### config.mk
export PLATFORM = sky130hd
export DESIGN_NAME = mdf_kernel
export DESIGN_NICKNAME = d
export VERILOG_FILES = /design/src/hdl/mdf_pkg.sv /design/src/hdl/mdf_kernel.sv
export SDC_FILE = /design/constraint.sdc
export NUM_CORES = 2
export LEC_CHECK = 0
export BUFFER_PORTS_ARGS = -buffer_cell sky130_fd_sc_hd__buf_2
export CAP_MARGIN = 0
export CORE_UTILIZATION = 55
export DETAILED_ROUTE_END_ITERATION = 16
export PLACE_DENSITY = 0.83
export SYNTH_ARGS = -nofsm -noshare
export SYNTH_HDL_FRONTEND = slang
export SYNTH_SLANG_ARGS = --single-unit
### constraint.sdc
create_clock -name i_clk -period 7.5 [get_ports i_clk]
set_input_delay 0 -clock i_clk [delete_from_list [all_inputs] [get_ports i_clk]]
set_output_delay 0 -clock i_clk [all_outputs]
set_load 0.02 [all_outputs]
### src/hdl/mdf_pkg.sv
// shared types and constants of the 3x3 median despeckle filter
`timescale 1ns / 1ps

package mdf_pkg;

    // geometry and sample format
    localparam int PIX_W      = 16;
    localparam int MASK_W     = 9;
    localparam int MAX_WIDTH  = 1024;
    localparam int MAX_HEIGHT = 1024;
    localparam int ADDR_W     = $clog2(MAX_WIDTH);
    localparam int ROW_W      = $clog2(MAX_HEIGHT + 2) + 1;
    localparam int SIZE_W     = 11;
    localparam int SUM_W      = PIX_W + 4;
    localparam int PIX_MAX    = (1 << PIX_W) - 1;
    localparam int Q_ONE      = 256;

    // configuration register indexes
    localparam int CFG_IDX_W = 3;
    localparam int CFG_DAT_W = 11;
    localparam logic [CFG_IDX_W-1:0] REG_STRENGTH     = 3'd0;
    localparam logic [CFG_IDX_W-1:0] REG_DESPECKLE    = 3'd1;
    localparam logic [CFG_IDX_W-1:0] REG_ENHANCE      = 3'd2;
    localparam logic [CFG_IDX_W-1:0] REG_STRAY_ONLY   = 3'd3;
    localparam logic [CFG_IDX_W-1:0] REG_FRAME_WIDTH  = 3'd4;
    localparam logic [CFG_IDX_W-1:0] REG_FRAME_HEIGHT = 3'd5;

    // stray threshold: (THR_BASE - THR_STEP * despeckle) of full scale / 25600
    localparam int THR_BASE  = 6400;
    localparam int THR_STEP  = 23;
    localparam int THR_SCALE = 25600;

    // rounding division by 9216 = 1024 * 9, the 9 through a reciprocal
    localparam int BLEND_ONE   = 9216;
    localparam int BLEND_HALF  = 4608;
    localparam int DIV9_SHIFT  = 24;
    localparam int DIV9_RECIP  = 1864136;

    typedef logic [PIX_W-1:0] t_pix;

    // one window handed to the filter kernel
    typedef struct packed {
        logic [8:0][PIX_W-1:0] samples;
        t_pix                  center;
        logic [MASK_W-1:0]     mask;
        logic                  last;
    } t_job;

    // filter settings, already clamped
    typedef struct packed {
        logic [8:0] strength;
        logic [8:0] despeckle;
        logic       enhance;
        logic       stray_only;
    } t_kcfg;

    typedef struct packed {
        t_pix height;
        logic stray;
        logic last;
    } t_res;

endpackage

### src/hdl/mdf_kernel.sv
// window kernel: sequenced sort for the median, then threshold and blend stages
`timescale 1ns / 1ps

module mdf_kernel (
    input  logic          i_clk,
    input  logic          i_rst_n,
    input  logic          i_start,
    input  mdf_pkg::t_job i_job,
    input  mdf_pkg::t_kcfg i_cfg,
    input  logic          i_take,
    output logic          o_busy,
    output logic          o_hold,
    output mdf_pkg::t_res o_result
);

    localparam logic [3:0] K_IDLE = 4'd0;
    localparam logic [3:0] K_SORT = 4'd1;
    localparam logic [3:0] K_S1   = 4'd2;
    localparam logic [3:0] K_S2   = 4'd3;
    localparam logic [3:0] K_S3   = 4'd4;
    localparam logic [3:0] K_S4   = 4'd5;
    localparam logic [3:0] K_S5   = 4'd6;
    localparam logic [3:0] K_S6   = 4'd7;
    localparam logic [3:0] K_HOLD = 4'd8;

    logic [3:0] r_state;
    logic [3:0] r_pass;

    mdf_pkg::t_pix r_v [9];
    mdf_pkg::t_pix n_v [9];
    mdf_pkg::t_pix r_c;
    logic [mdf_pkg::MASK_W-1:0] r_m;
    logic r_last;
    logic [mdf_pkg::SUM_W-1:0] r_sum;

    mdf_pkg::t_pix r_dev;
    logic [mdf_pkg::SUM_W-1:0] r_con9;
    logic signed [16:0] r_diff;
    logic signed [20:0] r_det;
    logic r_stray;
    logic signed [32:0] r_p1;
    logic signed [30:0] r_p2;
    logic [20:0] r_x;
    logic r_neg;
    logic [17:0] r_q;
    logic signed [16:0] r_diff2;
    mdf_pkg::t_pix r_res;

    logic [mdf_pkg::SUM_W-1:0] job_sum;
    logic [mdf_pkg::SUM_W-1:0] c9;
    logic signed [20:0] det;
    logic [mdf_pkg::SUM_W-1:0] con9;
    logic signed [16:0] diff;
    mdf_pkg::t_pix med;
    mdf_pkg::t_pix dev;
    logic [12:0] tq;
    logic [39:0] thr;
    logic stray;
    logic [14:0] st36;
    logic signed [32:0] p1;
    logic signed [30:0] p2;
    logic signed [34:0] cterm;
    logic signed [34:0] num;
    logic signed [34:0] numr;
    logic [41:0] prod;
    logic [21:0] r9;
    logic [17:0] qc;
    mdf_pkg::t_pix cand;
    logic signed [16:0] diff2;
    logic signed [26:0] t;
    logic signed [26:0] t2;
    logic signed [26:0] sh;

    assign o_busy = (r_state != K_IDLE);
    assign o_hold = (r_state == K_HOLD);
    assign o_result.height = r_res;
    assign o_result.stray  = r_stray;
    assign o_result.last   = r_last;

    // window sum at load
    always_comb begin
        job_sum = '0;
        for (int i = 0; i < 9; i++) begin
            job_sum = job_sum + mdf_pkg::SUM_W'(i_job.samples[i]);
        end
    end

    // one odd-even transposition pass
    always_comb begin
        for (int i = 0; i < 9; i++) begin
            n_v[i] = r_v[i];
        end
        for (int i = 0; i < 8; i++) begin
            if (((i % 2) == int'(r_pass[0])) && (r_v[i] > r_v[i+1])) begin
                n_v[i]   = r_v[i+1];
                n_v[i+1] = r_v[i];
            end
        end
    end

    // deviation and contrast terms
    always_comb begin
        med  = r_v[4];
        dev  = (r_c > med) ? (r_c - med) : (med - r_c);
        c9   = (mdf_pkg::SUM_W'(r_c) << 3) + mdf_pkg::SUM_W'(r_c);
        det  = $signed({1'b0, c9}) - $signed({1'b0, r_sum});
        con9 = det[20] ? mdf_pkg::SUM_W'(-det) : det[mdf_pkg::SUM_W-1:0];
        diff = $signed({1'b0, med}) - $signed({1'b0, r_c});
    end

    // stray test and blend products
    always_comb begin
        tq    = 13'(mdf_pkg::THR_BASE) - 13'(mdf_pkg::THR_STEP * int'(i_cfg.despeckle));
        thr   = 40'(tq) << mdf_pkg::PIX_W;
        stray = (40'(r_dev) * 40'(mdf_pkg::THR_SCALE) >= thr) ||
                (40'(r_con9) * 40'(mdf_pkg::THR_SCALE) >= thr * 40'd9);
        st36  = 15'(i_cfg.strength) * 15'd36;
        p1    = $signed({1'b0, st36}) * r_diff;
        p2    = $signed({1'b0, i_cfg.strength}) * r_det;
    end

    // numerator and coarse quotient
    always_comb begin
        cterm = $signed(35'(r_c) * 35'(mdf_pkg::BLEND_ONE));
        num   = cterm + 35'(r_p1) + (i_cfg.enhance ? 35'(r_p2) : 35'sd0);
        numr  = num + 35'(mdf_pkg::BLEND_HALF);
        prod  = 42'(r_x) * 42'(mdf_pkg::DIV9_RECIP);
    end

    // quotient fixup, saturation and mask blend
    always_comb begin
        r9 = 22'(r_x) - 22'(r_q) * 22'd9;
        qc = (r9 >= 22'd9) ? (r_q + 18'd1) : r_q;
        if (r_neg) begin
            cand = '0;
        end else if (qc > 18'(mdf_pkg::PIX_MAX)) begin
            cand = mdf_pkg::t_pix'(mdf_pkg::PIX_MAX);
        end else begin
            cand = qc[mdf_pkg::PIX_W-1:0];
        end
        if (i_cfg.stray_only && !r_stray) begin
            cand = r_c;
        end
        diff2 = $signed({1'b0, cand}) - $signed({1'b0, r_c});
        t     = $signed({1'b0, r_m}) * r_diff2;
        t2    = t + 27'sd128;
        sh    = t2 >>> 8;
    end

    // control
    always_ff @(posedge i_clk) begin
        if (!i_rst_n) begin
            r_state <= K_IDLE;
            r_pass  <= '0;
        end else begin
            unique case (r_state)
                K_IDLE: begin
                    if (i_start) begin
                        r_state <= K_SORT;
                        r_pass  <= '0;
                    end
                end
                K_SORT: begin
                    r_pass <= r_pass + 4'd1;
                    if (r_pass == 4'd8) begin
                        r_state <= K_S1;
                    end
                end
                K_S1: r_state <= K_S2;
                K_S2: r_state <= K_S3;
                K_S3: r_state <= K_S4;
                K_S4: r_state <= K_S5;
                K_S5: r_state <= K_S6;
                K_S6: r_state <= K_HOLD;
                K_HOLD: begin
                    if (i_take) begin
                        r_state <= K_IDLE;
                    end
                end
                default: r_state <= K_IDLE;
            endcase
        end
    end

    // datapath
    always_ff @(posedge i_clk) begin
        if ((r_state == K_IDLE) && i_start) begin
            for (int i = 0; i < 9; i++) begin
                r_v[i] <= i_job.samples[i];
            end
            r_c    <= i_job.center;
            r_m    <= i_job.mask;
            r_last <= i_job.last;
            r_sum  <= job_sum;
        end
        if (r_state == K_SORT) begin
            for (int i = 0; i < 9; i++) begin
                r_v[i] <= n_v[i];
            end
        end
        if (r_state == K_S1) begin
            r_dev  <= dev;
            r_con9 <= con9;
            r_diff <= diff;
            r_det  <= det;
        end
        if (r_state == K_S2) begin
            r_stray <= stray;
            r_p1    <= p1;
            r_p2    <= p2;
        end
        if (r_state == K_S3) begin
            r_x   <= numr[30:10];
            r_neg <= num[34];
        end
        if (r_state == K_S4) begin
            r_q <= prod[41:mdf_pkg::DIV9_SHIFT];
        end
        if (r_state == K_S5) begin
            r_diff2 <= diff2;
        end
        if (r_state == K_S6) begin
            r_res <= r_c + sh[mdf_pkg::PIX_W-1:0];
        end
    end

endmodule

==> flow_summary.json <==
{
  "result_of_the_run": "finished with violations",
  "violated_checks": "setup timing",
  "clk_latency_ns": 0.61,
  "min_period_ns": 7.60,
  "critical_path.startpoint": "r_diff2[6]",
  "synth_cell_types": 99,
  "synthesis.area_um2": 62600,
  "detail_route.iter0.violations": 4568,
  "critPathSlowestCell": "fa_1",
  "synth_warnings": 0,
  "num-nets-final": 8741,
  "detail-route-antenna-nets": 0,
  "finalSetupViolCount": 1,
  "globalplace.congestion": 0.990,
  "tritoncts_clock_tree": "done",
  "gr-usage-all-layers": 0.308,
  "route.vias.total": 49554,
  "finalHoldWorstSlack_ns": 0.104,
  "critical_path.max_fanout": 5,
  "final.setup_skew_ns": 0.0305,
  "startpoint_class": "register",
  "final.setup.tns_ns": -0.103,
  "vias_per_cell": 5.91,
  "hold_path.class": "input pin to register",
  "synth_enable_flop_cells": 396,
  "timing.critical_path.buf_inv": 4,
  "fmax_mhz": 132,
  "timing.critical_path.required_ns": 7.86,
  "seq_cells_post_synth": 404,
  "total_of_buffers_placed_on_input_and_output_ports": 213,
  "worst_setup_path_end_kind": "register",
  "clock-root-buffer": "clkbuf_16",
  "dp_hpwl_um": 140000,
  "synth-seq-area-share": 0.193,
  "antenna_violations_before_repair": 12,
  "synth.avg_cell_area_um2": 9.72,
  "worstSetupPathType": "register to register",
  "synth_top_cell_area_share": 0.254,
  "synth.cells.most_frequent": "inv_1 (1209), ha_1 (912), fa_1 (793)",
  "avgRoutedWirePerCell_um": 21.1,
  "clkSinkCount": 404,
  "crit_family": "adder cells",
  "worst_slew_pin_slew_ns": 1.19,
  "die_width_um": 339,
  "grt_start_max_net_pins": 77,
  "rows": 123,
  "synth_to_final_area_change_pct": 10.8,
  "hold_path.startpoint": "i_job[23]",
  "starting_density_of_the_core": 0.556,
  "gr-total-overflow": 0,
  "design.portCount": 214,
  "fp.dieH_um": 339,
  "max-clock-path-buffers": 3,
  "coreArea_um2": 113000,
  "wirelength_um": 177000,
  "final_hold_vio_count": 0,
  "clock_tree.htree_level_count": 2,
  "synthTopCellsByArea": "fa_1 (25%), edfxtp_1 (19%), ha_1 (18%), inv_1 (7.3%), and2_1 (3.4%)",
  "floorplan.die_area_um2": 115000,
  "synthesis.instances": 6442,
  "worst_path_largest_cell_delay_ns": 0.60,
  "number_of_design_rule_violations_left_after_detail_routing": 0,
  "first_global_vias": 51856,
  "worstReg2RegStart": "r_diff2[6]",
  "synthMostInstantiatedCell": "inv_1",
  "cp_data_arrival_time_ns": 7.96,
  "pre_cts_ws_ns": -0.281,
  "layout-drive-gt1-share": 0.0734,
  "cp_common_cell": "fa_1",
  "first_pass_grt_wire_length_um": 280000,
  "clk_transition_reported_paths_ns": 0.08,
  "post-route-worst-setup-slack_ns": -0.103,
  "async_flop_share": 0,
  "numCtsBuffers": 48,
  "finalCritPeriodShare": 1.01,
  "drv.max_cap_violation_count": 0,
  "slew_viol_final": 0,
  "netlist.top_cell.by_area": "fa_1",
  "relative_slew_slack": 0.202,
  "syn-num-nets": 8341,
  "drt_pass1_iterations": 8,
  "synth_ff_type": "edfxtp_1"
}
-- cell families after synthesis --
kind of cell / after synthesis / synth area share
multiplexers: 40 / 0.00650
AO/OA/AOI/OAI: 987 / 0.107
buffers and inverters: 1381 / 0.0833
XOR/XNOR: 317 / 0.0444
AND/OR/NAND/NOR: 1608 / 0.130
adder cells (fa/ha/maj): 1705 / 0.436
flip-flops: 404 / 0.193
-- worst register-to-register path: cells and delay by family (launching register included) --
| kind | cells | cell delay, ns |
|---|---|---|
| adders and majority gates | 7 | 3.20 |
| and+or+nand+nor | 9 | 1.64 |
| AOI/OAI and AO/OA | 5 | 0.99 |
| xor gates and xnor gates | 3 | 0.54 |
| DFF | 1 | 0.50 |
| buffers and inverters | 4 | 0.48 |
-- through the flow --
step                utilization  area, um^2  std cells
finish                    0.616       69400       8387
global route              0.616       69400       8384
CTS                       0.613       69000       8347
detailed placement        0.583       65700       8086
global placement          0.583       65700       8086
floorplan                     -       62600       6442
-- placed cells by master, fill, tap and decap left out, types with 25 or more instances in the layout --
cell / n
buf_4: 135
a21o_1: 129
a21oi_1: 219
ha_1: 906
mux2i_1: 35
nor3_1: 64
fa_1: 793
a211oi_1: 25
o21a_1: 62
nor2_1: 331
nor2b_1: 70
xnor2_1: 231
a221oi_1: 90
nand2_1: 430
nand4_1: 47
edfxtp_1: 396
inv_1: 1208
nand2b_1: 66
buf_2: 213
and3_1: 41
o21ai_0: 179
xor2_1: 86
nand3_1: 87
o21bai_1: 40
clkbuf_16: 50
and2_1: 342
dlygate4sd3_1: 174
-- cell type report --
cell class,count,area [um^2]
timing repair buffer,522,3820
multi-input combinational,4657,45500
antenna,8,20.0
sequential,404,12100
fill,8783,43300
clock inverter,33,298
tap,1500,1880
inverter,1209,4540
clock buffer,54,1270
-- registers in the layout, indices dropped and copies added (netlist names), 17 cells and up --
| signal | count |
|---|---|
| r_x | 21 |
| r_q | 18 |
| r_p2 | 29 |
| r_det | 20 |
| r_sum | 20 |
| r_diff2 | 17 |
| r_v | 144 |
| r_con9 | 20 |
| r_p1 | 31 |
-- path summary, 6_finish.rpt --
check	depth (start not counted)	to	slack, ns
worst max-delay path	28	r_res[15]	-0.10
worst min-delay path	2	r_c[13]	0.10
worst max register to register	28	r_res[15]	-0.10
worst min register to register	1	r_pass[3]	0.48
-- routing by layer --
layer / GRT usage / share of wire / vias up
met5: 0 / 0.000062 / -
met4: 0.175 / 0.070 / 2
met3: 0.0511 / 0.083 / 700
li1: - / - / 22180
met2: 0.515 / 0.47 / 2548
met1: 0.378 / 0.38 / 24124
-- timing repair --
| action | in CTS | in global routing |
|---|---|---|
| resized for setup | 0 | 20 |
| setup buffers | 0 | 32 |
| endpoints found under the hold margin | 179 | 0 |
| hold buffers | 174 | 0 |
| endpoints found under the setup margin | 0 | 10 |
Power is left out: the tool's default activity adds up to more than one toggle a clock period on the data nets, which glitch-free logic cannot reach.
